<file path="config.mk">
export PLATFORM = sky130hd
export DESIGN_NAME = pvc_sequencer
export DESIGN_NICKNAME = d
export VERILOG_FILES = /design/src/hw/rtl/pvc_pkg.sv /design/src/hw/rtl/pvc_sequencer.sv
export SDC_FILE = /design/constraint.sdc
export NUM_CORES = 1
export LEC_CHECK = 0
export ABC_AREA = 1
export ABC_CLOCK_PERIOD_IN_PS = 1650
export BUFFER_PORTS_ARGS = -buffer_cell sky130_fd_sc_hd__buf_2
export CAP_MARGIN = 20
export CORE_MARGIN = 8
export CORE_UTILIZATION = 40
export DETAILED_ROUTE_END_ITERATION = 7
export GPL_TIMING_DRIVEN = 0
export PLACE_DENSITY = 0.73
export SETUP_SLACK_MARGIN = 0.1
export SLEW_MARGIN = 10
export SYNTH_ARGS = -nofsm -noshare
export SYNTH_HDL_FRONTEND = slang
export SYNTH_SLANG_ARGS = --single-unit
</file>
<file path="constraint.sdc">
create_clock -name clk -period 1.65 [get_ports clk]
set_input_delay 0.33 -clock clk [delete_from_list [all_inputs] [get_ports clk]]
set_output_delay 0.33 -clock clk [all_outputs]
set_load 0.005 [all_outputs]
</file>
<file path="src/hw/rtl/pvc_pkg.sv">
`timescale 1ns / 1ps
package pvc_pkg;

  localparam int AXIS_COUNT = 3;
  localparam int FIELD_AXES = 3;
  localparam int AXIS_W     = (AXIS_COUNT > 1) ? $clog2(AXIS_COUNT) : 1;

  localparam int IN_W       = 2 * FIELD_AXES * 32;
  localparam int RES_W      = FIELD_AXES * 32 + 2;
  localparam int OUT_W      = ((RES_W + 7) / 8) * 8;

  localparam int CFG_IDX_W  = 3;
  localparam int CFG_DATA_W = 32;

  localparam logic [CFG_IDX_W-1:0] REG_KP   = 3'd0;
  localparam logic [CFG_IDX_W-1:0] REG_KI   = 3'd1;
  localparam logic [CFG_IDX_W-1:0] REG_KD   = 3'd2;
  localparam logic [CFG_IDX_W-1:0] REG_TIME = 3'd3;
  localparam logic [CFG_IDX_W-1:0] REG_RATE = 3'd4;

  localparam logic [15:0] STEP_TIME_RESET = 16'd655;
  localparam logic [31:0] STEP_RATE_RESET = 32'd6553600;

  localparam int STEP_W = 4;
  localparam logic [STEP_W-1:0] STEP_CHK  = 4'd0;
  localparam logic [STEP_W-1:0] STEP_ERR  = 4'd1;
  localparam logic [STEP_W-1:0] STEP_M0   = 4'd2;
  localparam logic [STEP_W-1:0] STEP_M1   = 4'd3;
  localparam logic [STEP_W-1:0] STEP_M2   = 4'd4;
  localparam logic [STEP_W-1:0] STEP_M3   = 4'd5;
  localparam logic [STEP_W-1:0] STEP_M4   = 4'd6;
  localparam logic [STEP_W-1:0] STEP_M5   = 4'd7;
  localparam logic [STEP_W-1:0] STEP_M6   = 4'd8;
  localparam logic [STEP_W-1:0] STEP_ACC  = 4'd9;
  localparam logic [STEP_W-1:0] STEP_FRC  = 4'd10;
  localparam logic [STEP_W-1:0] STEP_DONE = 4'd11;

  typedef enum logic [2:0] {
    MUL_NONE,
    MUL_ERR_DT,
    MUL_DIFF_RATE,
    MUL_KP_ERR,
    MUL_KI_IHI,
    MUL_KI_ILO,
    MUL_KD_DHI,
    MUL_KD_DLO
  } mul_sel_t;

  typedef enum logic [1:0] {
    ACC_HOLD,
    ACC_LOAD,
    ACC_ADD,
    ACC_ADD_SH
  } acc_op_t;

  typedef enum logic [2:0] {
    WB_NONE,
    WB_CHECK,
    WB_ERR,
    WB_INTEG,
    WB_DERIV,
    WB_FORCE
  } wb_op_t;

  typedef enum logic [1:0] {
    SEQ_NEXT,
    SEQ_LOOP,
    SEQ_DONE
  } seq_op_t;

  typedef struct packed {
    mul_sel_t          mul_sel;
    acc_op_t           acc_op;
    wb_op_t            wb_op;
    seq_op_t           seq_op;
    logic [STEP_W-1:0] jump;
  } ucode_t;

  typedef struct packed {
    mul_sel_t          mul_sel;
    acc_op_t           acc_op;
    wb_op_t            wb_op;
    logic [AXIS_W-1:0] axis;
    logic              load_out;
  } ctrl_t;

  typedef struct packed {
    logic        target_changed;
    logic        saturated;
    logic [31:0] force_z;
    logic [31:0] force_y;
    logic [31:0] force_x;
  } result_t;

  function automatic ucode_t uc(mul_sel_t m, acc_op_t a, wb_op_t w, seq_op_t s,
                                logic [STEP_W-1:0] j);
    ucode_t r;
    r.mul_sel = m;
    r.acc_op  = a;
    r.wb_op   = w;
    r.seq_op  = s;
    r.jump    = j;
    return r;
  endfunction

  // One axis runs STEP_ERR..STEP_FRC; products land in the step after issue.
  function automatic ucode_t ucode_rom(logic [STEP_W-1:0] step);
    ucode_t w;
    case (step)
      STEP_CHK:  w = uc(MUL_NONE,      ACC_HOLD,   WB_CHECK, SEQ_NEXT, STEP_CHK);
      STEP_ERR:  w = uc(MUL_NONE,      ACC_HOLD,   WB_ERR,   SEQ_NEXT, STEP_CHK);
      STEP_M0:   w = uc(MUL_ERR_DT,    ACC_HOLD,   WB_NONE,  SEQ_NEXT, STEP_CHK);
      STEP_M1:   w = uc(MUL_DIFF_RATE, ACC_HOLD,   WB_INTEG, SEQ_NEXT, STEP_CHK);
      STEP_M2:   w = uc(MUL_KP_ERR,    ACC_HOLD,   WB_DERIV, SEQ_NEXT, STEP_CHK);
      STEP_M3:   w = uc(MUL_KI_IHI,    ACC_LOAD,   WB_NONE,  SEQ_NEXT, STEP_CHK);
      STEP_M4:   w = uc(MUL_KI_ILO,    ACC_ADD_SH, WB_NONE,  SEQ_NEXT, STEP_CHK);
      STEP_M5:   w = uc(MUL_KD_DHI,    ACC_ADD,    WB_NONE,  SEQ_NEXT, STEP_CHK);
      STEP_M6:   w = uc(MUL_KD_DLO,    ACC_ADD_SH, WB_NONE,  SEQ_NEXT, STEP_CHK);
      STEP_ACC:  w = uc(MUL_NONE,      ACC_ADD,    WB_NONE,  SEQ_NEXT, STEP_CHK);
      STEP_FRC:  w = uc(MUL_NONE,      ACC_HOLD,   WB_FORCE, SEQ_LOOP, STEP_ERR);
      STEP_DONE: w = uc(MUL_NONE,      ACC_HOLD,   WB_NONE,  SEQ_DONE, STEP_CHK);
      default:   w = uc(MUL_NONE,      ACC_HOLD,   WB_NONE,  SEQ_DONE, STEP_CHK);
    endcase
    return w;
  endfunction

endpackage

</file>
<file path="src/hw/rtl/pvc_sequencer.sv">
`timescale 1ns / 1ps
module pvc_sequencer (
  input  logic          clk,
  input  logic          rst,
  input  logic          start,
  input  logic          out_free,
  output logic          busy,
  output pvc_pkg::ctrl_t ctrl
);
  import pvc_pkg::*;

  localparam logic [AXIS_W-1:0] AXIS_LAST = AXIS_W'(AXIS_COUNT - 1);

  logic [STEP_W-1:0] step;
  logic [AXIS_W-1:0] axis;
  ucode_t            word;

  assign word = ucode_rom(step);

  always_ff @(posedge clk) begin
    if (rst) begin
      busy <= 1'b0;
      step <= STEP_CHK;
      axis <= '0;
    end else if (start) begin
      busy <= 1'b1;
      step <= STEP_CHK;
      axis <= '0;
    end else if (busy) begin
      case (word.seq_op)
        SEQ_NEXT: step <= step + 1'b1;
        SEQ_LOOP: begin
          if (axis != AXIS_LAST) begin
            axis <= axis + 1'b1;
            step <= word.jump;
          end else begin
            step <= step + 1'b1;
          end
        end
        SEQ_DONE: begin
          if (out_free) begin
            busy <= 1'b0;
          end
        end
        default: busy <= 1'b0;
      endcase
    end
  end

  always_comb begin
    ctrl.mul_sel  = busy ? word.mul_sel : MUL_NONE;
    ctrl.acc_op   = busy ? word.acc_op : ACC_HOLD;
    ctrl.wb_op    = busy ? word.wb_op : WB_NONE;
    ctrl.axis     = axis;
    ctrl.load_out = busy && (word.seq_op == SEQ_DONE) && out_free;
  end

endmodule

</file>
==> results.sh, run 1 <==
export IMPL_status="finished, final reports clean"
export IMPL_arrival_ps=1750
export IMPL_clk_pin_slew_ps=110
export IMPL_area_growth_pct=32.5
export IMPL_ys_ff_latch=17
export IMPL_synth_simple_area_share=0.351
export IMPL_synthesis_area_um2=851
export IMPL_grt_pass1_vias=736
export IMPL_slew_violations=0
export IMPL_syn_inst=118
export IMPL_synthAdderAreaFrac=0.0588
export IMPL_cts_hold_buf=0
export IMPL_netlist_top_cells_area="dfxtp_1, nand2_1, inv_1"
export IMPL_routed_via_count=859
export IMPL_drt_total_wl_um=2230
export IMPL_htree_levels=1
export IMPL_core_area_um2=1980
export IMPL_worstSkewPairLatency_ps=310
export IMPL_fin_ws_ps=118
export IMPL_yosysSeqAreaShare=0.400
export IMPL_num_antenna_cells=0
export IMPL_gr_total_overflow=0
export IMPL_num_rows=16
export IMPL_post_dp_hpwl_um=1300
export IMPL_die_x_um=62.1
export IMPL_fin_util=0.569
export IMPL_yosysTopAreaCell="dfxtp_1"
export IMPL_die_h_um=62.1
export IMPL_wl_per_cell_um=13.3
export IMPL_cts_sinks=17
export IMPL_min_period_ps=1530
export IMPL_finalHoldWorstSlack_ps=196
export IMPL_fillers=170
export IMPL_synth_top_area_share=0.400
export IMPL_timing_fmax_mhz=653
export IMPL_finalWeightedCongestion=0.841
export IMPL_port_buffers=15
export IMPL_final_area_um2=1130
export IMPL_start_util=0.429
export IMPL_grt_pass1_wl_um=3170
export IMPL_path_max_fanout=5
export IMPL_cts_tree="built"
export IMPL_first_pass_iters=4
export IMPL_power_density_nw_per_um2=682
export IMPL_final_hold_viol_count=0
export IMPL_synth_xor_area_frac=0
export IMPL_dieArea_um2=3860
export IMPL_cts_buffer_depth=2
export IMPL_synth_top_family_by_area="simple AND/OR/NAND/NOR gates"
export IMPL_ys_types=20
export IMPL_clockRootBuffer="clkbuf_4"
export IMPL_crit_type="flip-flop to flip-flop"
export IMPL_synth_avg_cell_area_um2=7.21
export IMPL_place_worst_setup_slack_ps=-4.49
export IMPL_rsz0062_at_grt="true"
export IMPL_avgViaCountPerCell=5.11
export IMPL_slew_headroom=0.799
export IMPL_endpoint_kind="flip-flop"
export IMPL_antenna_found_initial=0
export IMPL_nets=150
export IMPL_cts_buffers=3
export IMPL_hold_class="primary input to flip-flop"
export IMPL_total_leakage_power_nw=0.609
export IMPL_ir_drop_uv=422
export IMPL_worstPathRequired_ps=1860
export IMPL_skew_ps=4.50
export IMPL_ant_nets=0
export IMPL_ios=16
export IMPL_yosysWarnings=0
export IMPL_setup_viol_count_final=0
export IMPL_worst_pin_slew_ps=302
export IMPL_startpoint_type="flip-flop"
export IMPL_grt_max_degree=11
export IMPL_drt_initial_drc_count=31
export IMPL_drc_errors=0
export IMPL_finalCritPeriodShare=0.929
export IMPL_synth_mux_area_frac=0
export IMPL_maxCapViolCount=0
export IMPL_dpl_cell_area_um2=975
export IMPL_track_usage=0.0999
export IMPL_synth_net_count=126
export IMPL_drive_gt1_frac=0.390
export IMPL_synth_compound_area_frac=0.0721
[cell type report]
class | instances | area [um^2] | area share
plain buffers | 1 | 7.51 | 0.00666
clock buffers | 3 | 22.5 | 0.0200
clock inverters | 1 | 5.00 | 0.00444
inverters | 25 | 98.8 | 0.0877
multi-input cells | 75 | 490 | 0.435
flip-flops and latches | 17 | 348 | 0.309
well taps | 27 | 33.8 | 0.0300
repair buffers | 19 | 121 | 0.108
[cells by family (layout without fill, tap and decap cells)]
| kind of cell | count (synthesis) | after routing |
|---|---|---|
| AND/OR/NAND/NOR | 60 | 60 |
| buffers and inverters | 26 | 49 |
| flip-flops | 17 | 17 |
| AO/OA/AOI/OAI | 11 | 11 |
| adder cells (fa/ha/maj) | 4 | 4 |
[worst paths after layout]
path	from	to	slack (ps)	cells after the start
min reg2reg	axis[0]	axis[0]	500	2
min	rst	busy	200	2
max	step[0]	word[12]	120	9
max reg2reg	step[0]	word[12]	120	9
[cell usage after synthesis]
cell type	count
a21oi_1	6
clkbuf_1	1
dfxtp_1	17
ha_1	4
inv_1	21
inv_2	3
inv_4	1
nand2_1	31
nand2_4	1
nand3_1	8
nand3_2	3
nand3_4	1
nand4_1	2
nor2_1	8
nor2_2	3
nor2_4	1
nor3_1	1
nor4_1	1
o21ai_0	4
o21bai_2	1
[power breakdown]
| part | switching [W] | internal, W | leakage, nW |
|---|---|---|---|
| combinational | 0.0000627 | 0.0000433 | 0.451 |
| clock | 0.000147 | 0.0000907 | 0.0177 |
| sequential | 0.00000609 | 0.000419 | 0.140 |
[metrics by stage]
| stage | setup TNS, ps | instances | power (W) |
|---|---|---|---|
| after floorplan | 0 | 118 | 0.000484 |
| after global placement | -0.316 | 160 | 0.000504 |
| after detailed placement | -4.49 | 160 | 0.000506 |
| after global routing | 0 | 168 | 0.000795 |
| after CTS | 0 | 165 | 0.000745 |
| final | 0 | 168 | 0.000769 |
[per-layer routing]
| layer | share of wire | track usage | routed length, um |
|---|---|---|---|
| met5 | 0 | 0 | 0 |
| met4 | 0.042 | 0.0700 | 94 |
| met3 | 0.064 | 0.0287 | 143 |
| met2 | 0.50 | 0.164 | 1120 |
| met1 | 0.39 | 0.108 | 872 |
[flip-flops by register name, summed over array words and instances, names as in the netlist]
name and flops:
word 10, axis 2, step 4, busy 1
[cell usage in the layout (no fill, tap or decap)]
cell      synthesis  routed
inv_1            21      17
nor3_1            1       1
buf_6             0       1
clkbuf_4          0       4
nand3_1           8       5
dfxtp_1          17      13
nor2_2            3       2
dfxtp_4           0       1
nand3_2           3       4
nand2_2           0       2
nor4_1            1       1
nand2_1          31      28
o21ai_1           0       1
a21oi_1           6       6
o21bai_2          1       1
nor2_1            8       7
nand2_4           1       2
inv_2             3       6
nand4_1           2       2
clkinv_2          0       1
nor2_4            1       3
nand3_4           1       3
o21ai_0           4       3
buf_12            0       1
inv_4             1       2
buf_4             0       2
ha_1              4       2
ha_4              0       2
buf_2             0      15
dfxtp_2           0       3
[worst max-delay path, cell delays in order (launching register included)]
cell and delay (ps):
dfxtp_2 370, ha_1 320, nand2_2 80, nand2_2 70, nand3_4 90, inv_4 40
ha_4 270, nand3_2 80, nand3_2 80, nand2_1 50
[repair_timing]
action,CTS,global route
pin swaps,3,4
gates resized for setup,11,16
setup buffers,1,3
endpoints found under the setup margin,13,17
Power figures use the tool's default switching activity.
==> run 2, diff against run 1 <==
- CELL_PAD_IN_SITES_DETAIL_PLACEMENT: not set -> 0
- CELL_PAD_IN_SITES_GLOBAL_PLACEMENT: not set -> 1
- CORE_UTILIZATION: 40 -> 34
- PLACE_DENSITY: 0.73 -> 0.83
==> run 2 against run 1 <==
Flip-flop and latch count is the same. Utilization is 11 points lower. Setup slack improved by 34 ps. Wire length fell by 22%. Global-route usage fell by 1.6 points. Total power fell by 3.1%. Register-to-register slack better by 30 ps. Sequential power barely moved. Sequential share of layout area up 0.56 points.
==> results.sh, run 2 (synthesis results as in run 1) <==
export IMPL_arrival_ps=1690
export IMPL_ant_nets=0
export IMPL_r2r_start="step[0]"
export IMPL_num_antenna_cells=0
export IMPL_cts_hold_buf=0
export IMPL_area_growth_pct=30.6
export IMPL_path_max_fanout=5
export IMPL_finalHoldWorstSlack_ps=191
export IMPL_timing_fmax_mhz=667
export IMPL_routed_via_count=771
export IMPL_endpoint_kind="flip-flop"
export IMPL_grt_pass1_wl_um=2840
export IMPL_first_pass_iters=4
export IMPL_finalWeightedCongestion=0.764
export IMPL_gr_total_overflow=0
export IMPL_final_common_cell="nand2_1"
export IMPL_r2r_end="word[12]"
export IMPL_startpoint_type="flip-flop"
export IMPL_nets=148
export IMPL_critPathLaunch="step[0]"
export IMPL_wl_per_cell_um=10.3
export IMPL_hold_class="primary input to flip-flop"
export IMPL_track_usage=0.0837
export IMPL_p_total_w=0.000745
export IMPL_min_period_ps=1500
export IMPL_worstPathRequired_ps=1850
export IMPL_skew_ps=5.95
export IMPL_start_util=0.350
export IMPL_htree_levels=1
export IMPL_drc_errors=0
export IMPL_worstRegToRegCells=9
export IMPL_avgViaCountPerCell=4.56
export IMPL_drive_gt1_frac=0.396
export IMPL_clk_pin_slew_ps=100
export IMPL_min_from="rst"
export IMPL_port_buffers=15
export IMPL_slew_headroom=0.818
export IMPL_grt_pass1_vias=694
export IMPL_worst_pin_slew_ps=272
export IMPL_rsz0062_at_grt="true"
export IMPL_worstSkewPairLatency_ps=300
export IMPL_hold_depth=2
export IMPL_antenna_found_initial=0
export IMPL_cts_buffer_depth=2
export IMPL_dpl_cell_area_um2=978
export IMPL_final_hold_viol_count=0
export IMPL_post_dp_hpwl_um=1330
export IMPL_finalCritPeriodShare=0.908
export IMPL_final_cell_mix="nand2_1, inv_1, buf_2, dfxtp_1"
export IMPL_largest_reg_flops=10
export IMPL_clockRootBuffer="clkbuf_4"
export IMPL_dieArea_um2=4360
export IMPL_ir_drop_uv=309
export IMPL_drt_initial_drc_count=29
export IMPL_cts_tree="built"
export IMPL_r2r_slack_ps=150
export IMPL_status="finished, final reports clean"
export IMPL_power_density_nw_per_um2=670
export IMPL_slew_violations=0
export IMPL_final_area_um2=1110
export IMPL_core_area_um2=2430
export IMPL_maxCapViolCount=0
export IMPL_cts_sinks=17
export IMPL_cts_buffers=3
export IMPL_drt_total_wl_um=1740
export IMPL_setup_viol_count_final=0
export IMPL_grt_max_degree=11
export IMPL_ios=16
export IMPL_num_rows=18
export IMPL_die_h_um=66.0
export IMPL_total_leakage_power_nw=0.597
export IMPL_crit_type="flip-flop to flip-flop"
export IMPL_die_x_um=66.0
export IMPL_hold_path_endpoint="busy"
-- run 2: power by group --
group          switching (W)  total (W)  internal, W  leakage, nW
sequential        0.00000755   0.000427     0.000419        0.140
clock               0.000135   0.000230    0.0000942       0.0150
combinational      0.0000519  0.0000882    0.0000363        0.442
total               0.000195   0.000745     0.000550        0.597
-- run 2: routing by layer --
metal  up-vias  track usage  routed length, um
met3         5       0.0119                113
met2        19        0.156                853
met1       341       0.0809                710
met5         -            0                  0
met4         0       0.0640                 60
li1        406            -                  -
-- run 2: metrics by stage --
step	util	instances	TNS, ps	setup slack, ps
final	0.457	169	0	151
after global routing	0.457	169	0	94.0
after CTS	0.429	168	0	104
after detailed placement	0.402	163	-22.0	-22.0
after global placement	0.402	163	0	11.7
after floorplan	-	118	0	103
-- run 2: repair_timing --
action | 4_1_cts | 5_1_grt
endpoints found under the setup margin | 13 | 16
buffers inserted | 1 | 1
cloned | 0 | 0
pin swaps | 4 | 3
resized for setup | 13 | 18
-- run 2: critical path, stage by stage, from the launching register on --
cell and delay [ps]:
dfxtp_2 360, ha_1 300, nand2_2 70, nand2_2 60
nand3_4 90, inv_4 40, ha_4 290, nand3_2 80
nand3_2 60, nand2_1 50
-- run 2: worst max path at each step --
stage	to	depth (start not counted)
2_1_floorplan	word[12]	12
3_3_place_gp	word[12]	12
3_5_place_dp	word[12]	12
4_1_cts	word[12]	12
5_1_grt	word[6]	11
6_report	word[12]	9
-- run 2: final cells by class --
type / instances / area, um^2
multi-input combinational: 75 / 495
sequential: 17 / 349
timing repair buffer: 17 / 93.8
fill: 246 / 1320
tap: 30 / 37.5
inverter: 25 / 101
buffer: 1 / 7.51
clock buffer: 4 / 26.3
